$ cat src/rtl/mbsp_pkg.sv
// Shared types, byte codes and helper functions for the MIDI byte stream parser.
package mbsp_pkg;

   // Default exclusive message capacity in bytes
   localparam int SYSEX_CAPACITY_DEF = 4096;

   // Width of the packed result fields
   localparam int SHORT_W = 24;
   localparam int POS_W   = 12;

   // Stream byte codes
   localparam logic [7:0] BYTE_F0 = 8'hF0;
   localparam logic [7:0] BYTE_F1 = 8'hF1;
   localparam logic [7:0] BYTE_F2 = 8'hF2;
   localparam logic [7:0] BYTE_F3 = 8'hF3;
   localparam logic [7:0] BYTE_F6 = 8'hF6;
   localparam logic [7:0] BYTE_F7 = 8'hF7;
   localparam logic [7:0] BYTE_F8 = 8'hF8;
   localparam logic [7:0] BYTE_FA = 8'hFA;
   localparam logic [7:0] BYTE_FB = 8'hFB;
   localparam logic [7:0] BYTE_FC = 8'hFC;
   localparam logic [7:0] BYTE_FE = 8'hFE;
   localparam logic [7:0] BYTE_FF = 8'hFF;
   localparam logic [7:0] NO_STATUS = 8'h00;

   // Parser mode
   typedef enum logic [1:0] {
      MODE_READY   = 2'd0,
      MODE_CHANNEL = 2'd1,
      MODE_EXCL    = 2'd2,
      MODE_COMMON  = 2'd3
   } mode_type;

   // Result kinds
   typedef enum logic [2:0] {
      KIND_TAKEN    = 3'd0,
      KIND_SHORT    = 3'd1,
      KIND_SX_BYTE  = 3'd2,
      KIND_SX_END   = 3'd3,
      KIND_SX_ABORT = 3'd4,
      KIND_REALTIME = 3'd5,
      KIND_UNDEF    = 3'd6,
      KIND_CLOSED   = 3'd7
   } kind_type;

   // Parser state apart from the byte counter
   typedef struct packed {
      mode_type   mode;
      logic [7:0] run_status;
      logic [7:0] held0;
      logic [7:0] held1;
   } st_type;

   // One result beat
   typedef struct packed {
      kind_type           kind;
      logic [SHORT_W-1:0] short_message;
      logic [7:0]         sysex_data;
      logic [POS_W-1:0]   sysex_position;
   } res_type;

   // Real-time bytes pass through every mode untouched
   function automatic logic is_realtime(input logic [7:0] b);
      return (b inside {BYTE_F8, BYTE_FA, BYTE_FB, BYTE_FC, BYTE_FE, BYTE_FF});
   endfunction

   // Total message length for a given status byte
   function automatic logic [1:0] msg_len(input logic [7:0] status);
      logic [1:0] len;
      if (status < BYTE_F0) begin
         len = (status[7:5] == 3'b110) ? 2'd2 : 2'd3;
      end else begin
         len = (status == BYTE_F2) ? 2'd3 : 2'd2;
      end
      return len;
   endfunction

endpackage

$ cat src/rtl/mbsp_decoder.sv
// Per-byte decode: next parser state and the result for one stream byte.
module mbsp_decoder import mbsp_pkg::*; #(
   parameter int SYSEX_CAPACITY = SYSEX_CAPACITY_DEF,
   localparam int CNT_W = $clog2(SYSEX_CAPACITY + 1)
) (
   input  logic             port_open,
   input  logic [7:0]       in_byte,
   input  st_type           st_cur,
   input  logic [CNT_W-1:0] cnt_cur,
   output st_type           st_nxt,
   output logic [CNT_W-1:0] cnt_nxt,
   output res_type          res
);

   localparam logic [CNT_W-1:0] CAP_CNT = CNT_W'(SYSEX_CAPACITY);

   logic [CNT_W+POS_W-1:0] cnt_ext;
   logic [CNT_W-1:0]       cnt_inc;
   logic [7:0]             held0_v;
   logic [1:0]             cnt_v;
   mode_type               mode_v;
   logic                   data_live;

   assign cnt_ext = {{POS_W{1'b0}}, cnt_cur};
   assign cnt_inc = cnt_cur + CNT_W'(1);

   always_comb begin
      st_nxt    = st_cur;
      cnt_nxt   = cnt_cur;
      res       = '{kind: KIND_TAKEN, default: '0};
      held0_v   = st_cur.held0;
      cnt_v     = cnt_cur[1:0];
      mode_v    = st_cur.mode;
      data_live = 1'b1;

      if (!port_open) begin
         res.kind = KIND_CLOSED;
      end else if (is_realtime(in_byte)) begin
         res.kind = KIND_REALTIME;
      end else if (st_cur.mode == MODE_EXCL) begin
         // exclusive body: forward every byte but real-time ones with its position
         res.sysex_data     = in_byte;
         res.sysex_position = cnt_ext[POS_W-1:0];
         cnt_nxt            = cnt_inc;
         if (in_byte == BYTE_F7) begin
            res.kind    = KIND_SX_END;
            st_nxt.mode = MODE_READY;
            cnt_nxt     = '0;
         end else if (cnt_inc >= CAP_CNT) begin
            res.kind    = KIND_SX_ABORT;
            st_nxt.mode = MODE_READY;
            cnt_nxt     = '0;
         end else begin
            res.kind = KIND_SX_BYTE;
         end
      end else if (in_byte[7]) begin
         // status byte starts a new message; tune request and undefined ones return to ready
         if (in_byte < BYTE_F0) begin
            st_nxt.run_status = in_byte;
            st_nxt.held0      = in_byte;
            st_nxt.mode       = MODE_CHANNEL;
            cnt_nxt           = CNT_W'(1);
         end else begin
            st_nxt.run_status = NO_STATUS;
            case (in_byte)
               BYTE_F0: begin
                  st_nxt.mode        = MODE_EXCL;
                  cnt_nxt            = CNT_W'(1);
                  res.kind           = KIND_SX_BYTE;
                  res.sysex_data     = in_byte;
               end
               BYTE_F1, BYTE_F2, BYTE_F3: begin
                  st_nxt.held0 = in_byte;
                  st_nxt.mode  = MODE_COMMON;
                  cnt_nxt      = CNT_W'(1);
               end
               BYTE_F6: begin
                  st_nxt.mode = MODE_READY;
                  cnt_nxt     = '0;
               end
               default: begin
                  st_nxt.mode = MODE_READY;
                  cnt_nxt     = '0;
                  res.kind    = KIND_UNDEF;
               end
            endcase
         end
      end else begin
         // data byte; in ready it reuses running status if there is one
         if (st_cur.mode == MODE_READY) begin
            if (st_cur.run_status == NO_STATUS) begin
               data_live = 1'b0;
            end else begin
               held0_v = st_cur.run_status;
               cnt_v   = 2'd1;
               mode_v  = MODE_CHANNEL;
            end
         end
         if (data_live) begin
            st_nxt.held0 = held0_v;
            if (({1'b0, cnt_v} + 3'd1) >= {1'b0, msg_len(held0_v)}) begin
               if (mode_v == MODE_CHANNEL) begin
                  res.kind = KIND_SHORT;
                  if (cnt_v >= 2'd2) begin
                     res.short_message = {in_byte, st_cur.held1, held0_v};
                  end else begin
                     res.short_message = {8'h00, in_byte, held0_v};
                  end
               end
               st_nxt.mode = MODE_READY;
               cnt_nxt     = '0;
            end else begin
               st_nxt.held1 = in_byte;
               st_nxt.mode  = mode_v;
               cnt_nxt      = CNT_W'(cnt_v) + CNT_W'(1);
            end
         end
      end
   end

endmodule

$ cat src/rtl/midi_byte_stream_parser.sv
// Top level of the MIDI byte stream parser: state registers, output register and skid beat.
//
//   channel   dir  width  contents
//   req_*     in   8      tdata: in_byte
//   rsp_*     out  48/3   tdata: short_message, sysex_data, sysex_position; tuser: result_kind
//   csr_*     in   1      port_open
//
// Each accepted byte gives exactly one result beat, registered into the output register or the skid beat.
// Sustained rate is one byte per cycle while rsp_tready stays high; the decode is a single pass of
// logic between the parser state registers and the output register.
// A skid beat behind the output register keeps req_tready registered; it drops only when
// both hold a result. Reset is synchronous and returns the parser to ready, port closed.
module midi_byte_stream_parser import mbsp_pkg::*; #(
   parameter int SYSEX_CAPACITY = SYSEX_CAPACITY_DEF
) (
   input  logic        clock,
   input  logic        reset,
   input  logic        req_tvalid,
   output logic        req_tready,
   input  logic [7:0]  req_tdata,   // [7:0] in_byte
   output logic        rsp_tvalid,
   input  logic        rsp_tready,
   output logic [47:0] rsp_tdata,   // [23:0] short_message, [31:24] sysex_data,
                                    // [43:32] sysex_position, [47:44] zero
   output logic [2:0]  rsp_tuser,   // [2:0] result_kind
   input  logic        csr_wen,
   input  logic        csr_wdata    // port_open
);

   localparam int CNT_W = $clog2(SYSEX_CAPACITY + 1);

   logic             port_open_ff;
   st_type           st_ff, st_in;
   logic [CNT_W-1:0] cnt_ff, cnt_in;
   res_type          res_in;
   res_type          out_ff, skid_ff;
   logic             out_vld_ff, skid_vld_ff;
   logic             acc, take;

   assign req_tready = !skid_vld_ff;
   assign acc        = req_tvalid && req_tready;
   assign take       = out_vld_ff && rsp_tready;

   // decode of the incoming byte
   mbsp_decoder #(
      .SYSEX_CAPACITY(SYSEX_CAPACITY)
   ) u_decoder (
      .port_open(port_open_ff),
      .in_byte  (req_tdata),
      .st_cur   (st_ff),
      .cnt_cur  (cnt_ff),
      .st_nxt   (st_in),
      .cnt_nxt  (cnt_in),
      .res      (res_in)
   );

   // configuration register
   always_ff @(posedge clock) begin
      if (reset) begin
         port_open_ff <= 1'b0;
      end else if (csr_wen) begin
         port_open_ff <= csr_wdata;
      end
   end

   // parser state advances on each accepted beat
   always_ff @(posedge clock) begin
      if (reset) begin
         st_ff  <= '{mode: MODE_READY, default: '0};
         cnt_ff <= '0;
      end else if (acc) begin
         st_ff  <= st_in;
         cnt_ff <= cnt_in;
      end
   end

   // output register and skid valid flags
   always_ff @(posedge clock) begin
      if (reset) begin
         out_vld_ff  <= 1'b0;
         skid_vld_ff <= 1'b0;
      end else if (take) begin
         if (skid_vld_ff) begin
            skid_vld_ff <= 1'b0;
         end else begin
            out_vld_ff <= acc;
         end
      end else if (acc) begin
         if (out_vld_ff) begin
            skid_vld_ff <= 1'b1;
         end else begin
            out_vld_ff <= 1'b1;
         end
      end
   end

   // result payloads
   always_ff @(posedge clock) begin
      if (take) begin
         if (skid_vld_ff) begin
            out_ff <= skid_ff;
         end else if (acc) begin
            out_ff <= res_in;
         end
      end else if (acc) begin
         if (out_vld_ff) begin
            skid_ff <= res_in;
         end else begin
            out_ff <= res_in;
         end
      end
   end

   assign rsp_tvalid = out_vld_ff;
   assign rsp_tuser  = out_ff.kind;
   assign rsp_tdata  = {4'b0000, out_ff.sysex_position, out_ff.sysex_data,
                        out_ff.short_message};

endmodule

$ cat config.mk
export PLATFORM = sky130hd
export DESIGN_NAME = midi_byte_stream_parser
export DESIGN_NICKNAME = d
export VERILOG_FILES = /design/src/rtl/mbsp_pkg.sv /design/src/rtl/mbsp_decoder.sv /design/src/rtl/midi_byte_stream_parser.sv
export SDC_FILE = /design/constraint.sdc
export NUM_CORES = 1
export LEC_CHECK = 0
export BUFFER_PORTS_ARGS = -buffer_cell sky130_fd_sc_hd__clkbuf_2
export CAP_MARGIN = 15
export CORE_ASPECT_RATIO = 0.6
export CORE_MARGIN = 10
export CORE_UTILIZATION = 45
export CTS_CLUSTER_SIZE = 28
export DETAILED_ROUTE_END_ITERATION = 10
export GPL_ROUTABILITY_DRIVEN = 0
export MAX_ROUTING_LAYER = met4
export PLACE_DENSITY = 0.61
export SETUP_SLACK_MARGIN = 0.3
export SLEW_MARGIN = 20
export SYNTH_ARGS = -nofsm -noshare
export SYNTH_HDL_FRONTEND = slang
export SYNTH_SLANG_ARGS = --single-unit
$ cat constraint.sdc
create_clock -name clock -period 6 [get_ports clock]
set_clock_uncertainty 0.05 [all_clocks]
set_input_delay 0.9 -clock clock [delete_from_list [all_inputs] [get_ports clock]]
set_output_delay 0.9 -clock clock [all_outputs]
set_load 0.1 [all_outputs]
Word level (Yosys, flattened, before mapping)

Cells that the tools add are included.

Reductions and logical operators: 23
$lt $le $gt $ge: 5
$add $sub $neg: 3
Eq/ne operators: 20
Multiplexer cells: 81
Bitwise logic cells: 5

Operators by type and width:

| cell                    | count |
|---|---|
| $mux W47                | 5 |
| $eq A8 B8 Y1 const B    | 13 |
| $mux W8                 | 12 |
| $mux W13                | 7 |
| $mux W44                | 2 |
| $mux W27                | 2 |
| $mux W2                 | 24 |
| $mux W24                | 2 |
| $mux W25                | 1 |
| $mux W23                | 1 |
| $mux W3                 | 7 |
| $mux W18                | 1 |
| $lt A8 B8 Y1 const B    | 2 |
| $mux W16                | 1 |
| $add A13 B1 Y13 const B | 1 |
| $ge A13 B13 Y1 const B  | 1 |
| $mux W1                 | 12 |
| $mux W12                | 1 |
| $reduce_and A5 Y1       | 2 |
| $logic_not A8 Y1        | 1 |
| $reduce_or A4 Y1        | 2 |
| $mux W7                 | 1 |
| $reduce_and A7 Y1       | 1 |
| $add A2 B1 Y3 const B   | 2 |
| 24 further kinds        | 33 |

Output and inout bits: 53
Bits in registers: 135
Input port bits: 14
Word-level logic and storage cells: 153

Longest topological paths before layout

Gate-level depths: netlist (run 1).

Depth in word-level cells: 25
Gate-level depth with buffers: 13
Mapped depth without buffers: 11

Modules after synthesis

Synthesis (run 1) repeated with hierarchy kept, for this count alone.

Cell total of the unflattened synthesis: 647
Area, all modules: 6852.8 um^2

By module, submodules not included:

| module                  | sequential area each (um^2) | area each (um^2) | instances | cells an instance |
|---|---|---|---|---|
| midi_byte_stream_parser | 3663.5                      | 5023.6           | 1         | 339 |
| mbsp_decoder            | 0.0                         | 1829.3           | 1         | 308 |

Worst setup path after synthesis (run 1)

Ideal clock, no wire load.

Path kind: register -> register
From: reg out_vld_ff (netlist: rsp_tvalid)
To: reg skid_ff[0] (netlist bit), enable pin
Period minus slack after synthesis: 5.014 ns
Data arrival time: 4.450 ns
Path buffers: 0
Required time: 5.437 ns
Stages on the path, launching flop included: 2
Slack: 0.986 ns
Library setup time: 0.513 ns
Cells stage by stage: dfxtp_1 > nor3b_1

Longest elaborated chain between the ends: 3

Ends and longest elaborated chain:

| what                                   | line                           | text |
|---|---|---|
| start, declared                        | midi_byte_stream_parser.sv:37  | `logic out_vld_ff, skid_vld_ff;` |
| start signal, assigned                 | midi_byte_stream_parser.sv:80  | `out_vld_ff <= 1'b0;` |
| start signal, assigned                 | midi_byte_stream_parser.sv:86  | `out_vld_ff <= acc;` |
| start signal, assigned                 | midi_byte_stream_parser.sv:92  | `out_vld_ff <= 1'b1;` |
| $logic_and A1 B1 Y1                    | midi_byte_stream_parser.sv:42  | `assign take = out_vld_ff && rsp_tready;` |
| $not A1 Y1 (no source line)            | -                              |  |
| $reduce_and A3 Y1 (no source line) (*) | -                              |  |
| end signal, assigned                   | midi_byte_stream_parser.sv:107 | `skid_ff <= res_in;` |
| end, declared                          | midi_byte_stream_parser.sv:36  | `res_type out_ff, skid_ff;` |

Every way passes the cells marked *; elsewhere a longest branch is shown, timed or not.
A chain may end at the register's enable or synchronous reset.

Worst setup path after layout (run 1)

From: reg st_ff[23] (netlist bit)
To: reg st_ff[6] (netlist bit)

Longest elaborated chain between the ends: 18
Elaborated cells between the ends (all ways): 34
Classes of those cells: add/sub: 1; order compare: 2; eq/ne: 2; mux: 26; bitwise: 1; reduce/logical: 2

Ends and longest elaborated chain:

| what                                                  | line                          | text |
|---|---|---|
| start, declared                                       | midi_byte_stream_parser.sv:33 | `st_type st_ff, st_in;` |
| start signal, assigned                                | midi_byte_stream_parser.sv:72 | `st_ff <= st_in;` |
| branches (longest 17 deep; another with $lt A8 B8 Y1) | -                             |  |
| $reduce_and A7 Y1 (no source line) (*)                | -                             |  |

Mark *: on every way between the ends. The select of a mux whose other input is x is not followed.

==> impl_metrics.json, run 1 <==
{
  "ys_warn_count": 0,
  "die_y_um": 109.3,
  "dpl_cell_area_mm2": 0.006356,
  "antenna_cells": 0,
  "layout.nets": 595,
  "use_met3": 0.04918,
  "timing.rr.end": "st_ff[6]",
  "cts_tree": "built",
  "p_per_area_mw_per_mm2": 334.8,
  "setup_tns_ps": 0,
  "p_total_mw": 2.317,
  "rrSetupSlack_ps": 2140,
  "holdPathEnd": "st_ff[0]",
  "drive_above_1_share": 0.2186,
  "synth_ff_type": "edfxtp_1",
  "synth.distinct_cells": 54,
  "cp_slowest_stage_delay_ps": 580,
  "vias": 4276,
  "max_slew_margin": 0.3501,
  "hp-start": "st_ff[0]",
  "hold_violations": 0,
  "clk_latency_ps": 430,
  "hold_path_depth": 2,
  "setup_violations": 0,
  "power_leakage_nw": 2.794,
  "grt_pass1_wl_um": 23290,
  "first_iter_violations": 442,
  "htree_levels": 4,
  "post-route-period-util": 0.6433,
  "whs_ps": 444.1,
  "grt_max_degree": 46,
  "grtUsageTotal": 0.1658,
  "drtPass1Iterations": 5,
  "path_cells": "nor4_1, a211o_1, a22oi_1, a311oi_1, o2bb2ai_1, ha_1, nand2b_1, a211oi_1, nand4_1, mux2i_1, nor2_1",
  "start_util": 0.4627,
  "hold_class": "flip-flop to flip-flop",
  "met2_usage": 0.2119,
  "r2r_cells": 11,
  "synthesis.area_mm2": 0.005983,
  "grt_pass1_vias": 4135,
  "cts_setup_buffers": 0,
  "drv_cap": 0,
  "status": "finished clean",
  "rsz0062_at_grt": "no",
  "antenna_found_initial": 0,
  "synth.avg_cell_area_um2": 11.29,
  "critical_path.max_fanout": 13,
  "endpoint_kind": "flip-flop",
  "fin_area_mm2": 0.006923,
  "synth_top_family_by_area": "simple AND/OR/NAND/NOR gates",
  "post-route-drc-count": 0,
  "cpMaxStageDelayCell": "nor4_1",
  "overflow": 0,
  "dieWidth_um": 168.9,
  "cts_sinks": 131,
  "tightest_slew_ps": 972.8,
  "nFillCells": 1150,
  "clock_tree.root_cell": "clkbuf_16",
  "synth_xor_area_frac": 0.01610,
  "postSynthCellCount": 530,
  "rows": 32,
  "routedWlPerCell_um": 19.10,
  "synth-adder-area-share": 0.008365,
  "critPathBufInv": 0,
  "clk_pin_slew_worst_paths_ps": 60,
  "ys_seq_area_frac": 0.5889,
  "synth_compound_area_frac": 0.1020,
  "ant_nets": 0,
  "hold_buffers": 0,
  "fmax_mhz": 259.1,
  "synth-edff-count": 90,
  "grt_use_met1": 0.2417,
  "numPortBuffers": 60,
  "final.min_clock_period_ps": 3860,
  "critical_path_class": "flip-flop to flip-flop",
  "cp.arrival_ps": 4100,
  "r2r_start": "st_ff[23]",
  "worstPathRequired_ps": 6240,
  "synth-simple-area-share": 0.1474,
  "muxShareOfSynthArea": 0.09703,
  "via_per_inst": 5.626,
  "worst_setup_path_start_kind": "flip-flop",
  "cts.repair.resized": 0,
  "busiest_layer": "met1",
  "cts.path.max_buffers": 2,
  "async_flop_share": 0,
  "cts_buffers": 17,
  "areaGrowthSynthToFinish_pct": 15.70,
  "max-vdd-ir-drop_mv": 0.2100,
  "yosys_register_bits": 131,
  "ios": 67,
  "crit_family": "compound AO/OA/AOI/OAI gates",
  "wirelength_um": 14520,
  "core-area_mm2": 0.01293,
  "maxSlewViolCount": 0,
  "dpl.hpwl_um": 9883,
  "dieArea_mm2": 0.01846
}
## per-stage QoR
stage / std cells / utilization / setup WS (ps)
2_1_floorplan: 535 / - / 986.3
3_3_place_gp: 728 / 0.4915 / 2233
3_5_place_dp: 728 / 0.4915 / 2089
4_1_cts: 760 / 0.5348 / 2194
5_1_grt: 760 / 0.5353 / 1844
6_report: 760 / 0.5353 / 2140
## logic make-up after synthesis
logic type      Yosys count
mux                      55
flops                   131
compound gates           91
simple gates            185
fa+ha+maj                 4
other cells               1
xor+xnor                 11
buf+inv                  52
## layout make-up
cell class / count / area [um^2] / area share
Inverter: 11 / 41.29 / 0.005964
Clock buffer: 17 / 425.4 / 0.06145
Sequential cell: 131 / 3523 / 0.5089
Tap cell: 170 / 212.7 / 0.03072
Timing Repair Buffer: 64 / 330.3 / 0.04771
Clock inverter: 15 / 135.1 / 0.01952
Multi-Input combinational cell: 352 / 2255 / 0.3257
## routing by layer
layer | wire length, um | vias to the layer above
met5 | 0 | -
met4 | 170 | 0
met3 | 1198 | 17
met2 | 5748 | 176
met1 | 7401 | 2062
li1 | - | 2021
## state kept, by name (all words and copies together) (netlist names)
register / flops
cnt_ff: 13
rsp_tuser: 3
skid_vld_ff: 1
st_ff: 25
port_open_ff: 1
rsp_tvalid: 1
rsp_tdata: 42
skid_ff: 45
## cell usage in the layout, fill, tap and decap left out, types with 2 or more instances in the layout
master	n
a211oi_1	4
a21o_1	2
a21oi_1	19
a22oi_1	6
a31oi_1	2
and2_1	5
and3_1	18
buf_4	4
clkbuf_16	17
clkbuf_2	60
clkinvlp_4	2
conb_1	6
dfxtp_1	41
edfxtp_1	90
ha_1	4
inv_1	11
inv_6	7
inv_8	4
mux2_2	24
mux2i_1	31
nand2_1	53
nand2b_1	7
nand3_1	21
nand4_1	7
nand4b_1	5
nor2_1	53
nor3_1	4
nor4_1	4
o211ai_1	6
o21a_1	4
o21ai_0	24
o31ai_1	9
or4_1	2
xnor2_1	2
xor2_1	9
## synthesized netlist by cell type, types with 5 or more instances
cell,n,share of area
nand4_1,7,0.0073
mux2i_1,31,0.052
o21a_1,5,0.0063
nand4b_1,5,0.0073
edfxtp_1,90,0.45
o21ai_0,24,0.020
mux2_2,24,0.045
buf_4,6,0.0075
and3_1,18,0.019
nand2_1,53,0.033
o211ai_1,6,0.0075
a22oi_1,6,0.0075
buf_2,9,0.0075
and2_1,5,0.0052
o31ai_1,9,0.011
xor2_1,9,0.013
clkbuf_1,24,0.015
nor2_1,53,0.033
nand3_1,21,0.018
nand2b_1,7,0.0073
dfxtp_1,41,0.14
a21oi_1,19,0.016
inv_1,11,0.0069
## worst register-to-register path, delay by kind of cell, from the launching register on
family / cells / cell delay, ps
adder cells (fa/ha/maj): 1 / 280
multiplexers: 1 / 330
flip-flops: 1 / 350
AND/OR/NAND/NOR: 4 / 1300
AO/OA/AOI/OAI: 5 / 1440
## worst max-delay path by stage
stage | startpoint | end | cells after the start
4_1_cts | st_ff[22] | st_ff[6] | 11
3_5_place_dp | req_tdata[7] | st_ff[15] | 6
2_1_floorplan | rsp_tvalid | skid_ff[0] | 1
3_3_place_gp | req_tdata[7] | st_ff[15] | 6
5_1_grt | st_ff[23] | st_ff[1] | 11
6_report | st_ff[23] | st_ff[6] | 11
## report_power, final
group	internal, mW	switching, mW	leakage (nW)
Combinational	0.0444	0.279	1.31
Clock	0.547	0.436	0.274
Sequential	0.997	0.0137	1.22
No activity file was read; power rests on OpenSTA's default activity.
==> run 2: changes to the inputs <==
--- a/config.mk
+++ b/config.mk
@@ -14,7 +14,7 @@
 export DETAILED_ROUTE_END_ITERATION = 10
 export GPL_ROUTABILITY_DRIVEN = 0
 export MAX_ROUTING_LAYER = met4
-export PLACE_DENSITY = 0.61
+export PLACE_DENSITY = 0.63
 export SETUP_SLACK_MARGIN = 0.3
 export SLEW_MARGIN = 20
 export SYNTH_ARGS = -nofsm -noshare
==> constraint.sdc (replaced) <==
create_clock -name clock -period 3.4 [get_ports clock]
set_clock_uncertainty 0.05 [all_clocks]
set_input_delay 0.51 -clock clock [delete_from_list [all_inputs] [get_ports clock]]
set_output_delay 0.51 -clock clock [all_outputs]
set_load 0.1 [all_outputs]
==> impl_metrics.json, run 2 (synthesis gave the netlist of run 1 again) <==
{
  "cp.arrival_ps": 3070,
  "cts.path.max_buffers": 2,
  "grtUsageTotal": 0.1654,
  "start_util": 0.4627,
  "worstPathRequired_ps": 3520,
  "critical_path_class": "flip-flop to flip-flop",
  "numPortBuffers": 60,
  "fin_area_mm2": 0.007159,
  "rsz0062_at_grt": "yes",
  "wirelength_um": 14800,
  "drtPass1Iterations": 5,
  "worst_setup_path_start_kind": "flip-flop",
  "antenna_found_initial": 0,
  "hold_class": "primary input to flip-flop",
  "cts_tree": "built",
  "antenna_cells": 0,
  "maxSlewViolCount": 0,
  "core-area_mm2": 0.01293,
  "fmax_mhz": 338.3,
  "rows": 32,
  "critical_path.max_fanout": 8,
  "grt_pass1_vias": 4136,
  "cts_sinks": 131,
  "setup_violations": 0,
  "areaGrowthSynthToFinish_pct": 19.66,
  "power_leakage_nw": 2.912,
  "max-vdd-ir-drop_mv": 0.3290,
  "ios": 67,
  "rrSetupSlack_ps": 440,
  "layout_commonest_cell": "edfxtp_1",
  "ant_nets": 0,
  "setup_tns_ps": 0,
  "dpl_cell_area_mm2": 0.006475,
  "post-route-period-util": 0.8693,
  "final.min_clock_period_ps": 2956,
  "mostFrequentLayoutCells": "90 x edfxtp_1, 60 x clkbuf_2, 53 x nand2_1, 53 x nor2_1, 35 x dfxtp_1",
  "dieArea_mm2": 0.01846,
  "top_register": "skid_ff",
  "vias": 4292,
  "hold_violations": 0,
  "dpl.hpwl_um": 9869,
  "clk_pin_slew_worst_paths_ps": 60,
  "drive_above_1_share": 0.2632,
  "routedWlPerCell_um": 19.12,
  "via_per_inst": 5.545,
  "endpoint_kind": "flip-flop",
  "layout.nets": 609,
  "crit_path_start": "st_ff[18]",
  "nFillCells": 1103,
  "largest_register_ffs": 45,
  "tightest_slew_ps": 747.4,
  "clk_latency_ps": 420,
  "r2r_start": "st_ff[18]",
  "drv_cap": 0,
  "clock_tree.root_cell": "clkbuf_16",
  "die_y_um": 109.3,
  "overflow": 0,
  "p_per_area_mw_per_mm2": 579.2,
  "max_slew_margin": 0.5017,
  "dieWidth_um": 168.9,
  "grt_pass1_wl_um": 23370,
  "htree_levels": 4,
  "cts_buffers": 17,
  "grt_max_degree": 46,
  "r2r_cells": 12,
  "timing.rr.end": "rsp_tdata[1]",
  "post-route-drc-count": 0,
  "crit_end": "rsp_tdata[1]",
  "status": "finished clean",
  "first_iter_violations": 437
}
run 2: changes by cell type in the layout (fill, tap and decap cells not counted), moves of 3 or more:
| cell | delta |
|---|---|
| dfxtp_2 | +5 |
| dfxtp_1 | -6 |
| buf_6 | +3 |
| o21ai_1 | +5 |
| buf_4 | +11 |
| o21ai_0 | -7 |
| inv_8 | -3 |
run 2: worst min path at each step:
stage / start / end / slack, ps / cells past startpoint
floorplan: port_open_ff / skid_ff[45] / 410 / 1
global placement: port_open_ff / skid_ff[45] / 420 / 1
detailed placement: port_open_ff / skid_ff[45] / 420 / 1
CTS: csr_wdata / port_open_ff / 310 / 3
global route: rsp_tready / skid_vld_ff / 330 / 2
finish: csr_wdata / port_open_ff / 320 / 3
run 2: critical path, stage by stage (launching register included):
cell and delay [ps]:
dfxtp_4 370, nor4_4 370, a211o_1 230, a22oi_2 90, a311oi_2 250, o2bb2ai_1 110
ha_1 270, nand2b_4 150, a21o_1 190, o2111ai_4 120, buf_6 170, a21oi_1 60
mux2_2 270
run 2: power by group:
part	internal, mW	switching, mW
Clock	1.03	0.732
Sequential	1.76	0.0266
Combinational	0.0935	0.507
run 2: final cells by class:
class,count,area (um^2),area share
Inverter,11,41.29,0.005767
Multi-Input combinational cell,352,2354,0.3287
Sequential cell,131,3533,0.4935
Clock buffer,18,429.2,0.05994
Clock inverter,14,142.6,0.01992
Tap cell,170,212.7,0.02971
Timing Repair Buffer,78,446.7,0.06239
run 2: routing by layer:
metal	GRT usage	up-vias	wire [um]
met3	0.05203	18	1289
met2	0.2175	162	5965
li1	-	2060	-
met5	-	-	0
met1	0.2351	2052	7385
met4	0.05136	0	162
run 2: repair_timing:
item                                    4_1_cts  5_1_grt
hold buffers                                  0        0
cloned                                        0        0
resized for setup                             4       26
buffers inserted                              0        2
pin swaps                                     0        7
endpoints found under the setup margin       15       45
run 2: through the flow:
stage                     instances  setup slack [ps]  power, mW  utilization  hold slack [ps]
after floorplan                 535             313.2      2.299            -            409.0
final                           774             444.3      4.147       0.5536            319.0
after CTS                       772             321.7      4.170       0.5468            311.6
after detailed placement        740             209.0      2.405       0.5007            423.8
after global placement          740             368.9      2.401       0.5007            419.5
after global routing            774             295.4      4.283       0.5536            334.5
==> run 3: changes to the inputs <==
--- a/config.mk
+++ b/config.mk
@@ -15,6 +15,7 @@
 export GPL_ROUTABILITY_DRIVEN = 0
 export MAX_ROUTING_LAYER = met4
 export PLACE_DENSITY = 0.63
+export REMOVE_ABC_BUFFERS = 1
 export SETUP_SLACK_MARGIN = 0.3
 export SLEW_MARGIN = 20
 export SYNTH_ARGS = -nofsm -noshare
==> constraint.sdc (replaced) <==
create_clock -name clock -period 3.4 [get_ports clock]
set_clock_uncertainty 0.05 [all_clocks]
set_input_delay 0.17 -clock clock [delete_from_list [all_inputs] [get_ports clock]]
set_output_delay 0.17 -clock clock [all_outputs]
set_load 0.1 [all_outputs]
==> impl_metrics.json, run 3 (synthesis gave the netlist of run 1 again) <==
{
  "nFillCells": 1117,
  "core-area_mm2": 0.01293,
  "layout_commonest_cell": "edfxtp_1",
  "dpl.hpwl_um": 9567,
  "grt_pass1_wl_um": 23790,
  "post-route-period-util": 0.8724,
  "clk_pin_slew_worst_paths_ps": 60,
  "pwr-share-seq": 0.424,
  "rsz0062_at_grt": "no",
  "drv_cap": 0,
  "drtPass1Iterations": 5,
  "p_per_area_mw_per_mm2": 584.6,
  "crit_family": "compound AO/OA/AOI/OAI gates",
  "worst_setup_path_start_kind": "flip-flop",
  "max-vdd-ir-drop_mv": 0.2837,
  "htree_levels": 4,
  "die_y_um": 109.3,
  "max_slew_margin": 0.5060,
  "cpMostUsedCell": "buf_6",
  "areaGrowthSynthToFinish_pct": 20.31,
  "start_util": 0.4627,
  "intPower_mw": 3.017,
  "p_comb_frac": 0.142,
  "via_per_inst": 5.656,
  "p_total_mw": 4.208,
  "cts.path.max_buffers": 2,
  "cp_slowest_stage_delay_ps": 380,
  "critical_path.max_fanout": 12,
  "clkPwrFrac": 0.434,
  "clock_tree.root_cell": "clkbuf_16",
  "largest_register_ffs": 45,
  "post-route-util": 0.5566,
  "cpMaxStageDelayCell": "dfxtp_2",
  "mostFrequentLayoutCells": "90 x edfxtp_1, 60 x clkbuf_2, 53 x nand2_1",
  "grt_max_degree": 46,
  "netSwitchingFraction": 0.2831,
  "ff_latch_area_mm2": 0.003533,
  "top_register": "skid_ff",
  "switchingPower_mw": 1.191,
  "rows": 32,
  "path_cells": "nor4_2, buf_4, a211o_1, buf_6, a311oi_2, o2bb2ai_1, ha_1, nand2b_4, a21o_1, o2111ai_4, buf_6, a21oi_1, mux2_2",
  "status": "finished clean",
  "worst_slack_ps": 433.8,
  "worstPathRequired_ps": 3520,
  "antenna_found_initial": 0,
  "overflow": 0,
  "ant_nets": 0,
  "grtUsageTotal": 0.1677,
  "cts_sinks": 131,
  "setup_tns_ps": 0,
  "multi_input_area_mm2": 0.002346,
  "layout.nets": 614,
  "final.min_clock_period_ps": 2966,
  "tightest_slew_ps": 741.0,
  "maxSlewViolCount": 0,
  "fmax_mhz": 337.1,
  "hold_violations": 0,
  "power_leakage_nw": 2.918,
  "fin_area_mm2": 0.007198,
  "cts_tree": "built",
  "wirelength_um": 14690,
  "dieArea_mm2": 0.01846,
  "drive_above_1_share": 0.2611,
  "post-route-drc-count": 0,
  "place_ws_ps": 168.9,
  "first_iter_violations": 342,
  "endpoint_kind": "flip-flop",
  "antenna_cells": 0,
  "hold_class": "primary input to flip-flop",
  "cts_buffers": 17,
  "clk_latency_ps": 410,
  "dieWidth_um": 168.9,
  "numPortBuffers": 60,
  "ios": 67,
  "cp.arrival_ps": 3080,
  "critical_path_class": "flip-flop to flip-flop",
  "setup_violations": 0,
  "dpl_cell_area_mm2": 0.006461,
  "grt_pass1_vias": 4365,
  "vias": 4406,
  "routedWlPerCell_um": 18.86,
  "critPathBufInv": 3
}
==> run 3: metrics by stage <==
step / hold WS (ps) / std cells
finish: 18.11 / 779
global route: 31.98 / 779
CTS: 1.622 / 778
detailed placement: 393.7 / 742
global placement: 375.9 / 742
floorplan: 189.1 / 494
==> run 3: final cells by class <==
type                       instances  area share
tap                              170     0.02955
clock inverter                    11     0.01895
multi-input combinational        353      0.3259
clock buffer                      21     0.06258
timing repair buffer              82     0.06640
inverter                          11    0.005736
sequential                       131      0.4909
==> run 3: worst paths after layout <==
path	cells after the start	start	slack, ps	endpoint
setup reg to reg	13	st_ff[18]	430	rsp_tdata[7]
setup / recovery	13	st_ff[18]	430	rsp_tdata[7]
hold / removal	3	csr_wen	20	port_open_ff
hold reg to reg	2	st_ff[1]	450	st_ff[1]
==> run 3: metal layers <==
layer | track usage | vias to the layer above | share of wire
met5 | - | - | 0
li1 | - | 2068 | -
met2 | 0.2348 | 181 | 0.43
met4 | 0.05631 | 0 | 0.010
met1 | 0.2315 | 2138 | 0.49
met3 | 0.04312 | 19 | 0.071
==> run 3: power groups by stage <==
stage | Combinational, mW | Sequential [mW] | Clock, mW
2_1_floorplan | 0.156 | 2.11 | 0
3_3_place_gp | 0.579 | 1.82 | 0
3_5_place_dp | 0.585 | 1.82 | 0
4_1_cts | 0.591 | 1.78 | 1.86
5_1_grt | 0.629 | 1.79 | 1.92
6_report | 0.600 | 1.78 | 1.82
==> run 3: repair_timing <==
| item | CTS | global route |
|---|---|---|
| buffers inserted | 2 | 0 |
| endpoints found under the setup margin | 30 | 50 |
| hold buffers | 2 | 0 |
| resized for setup | 7 | 20 |
| hold endpoints to repair | 2 | 0 |
| pin swaps | 0 | 3 |
| gates cloned | 0 | 1 |
==> run 3: tightest hold or removal path, cell delays in order <==
cell and delay, ps:
clkbuf_2 90, mux2i_1 100, nor2_1 90
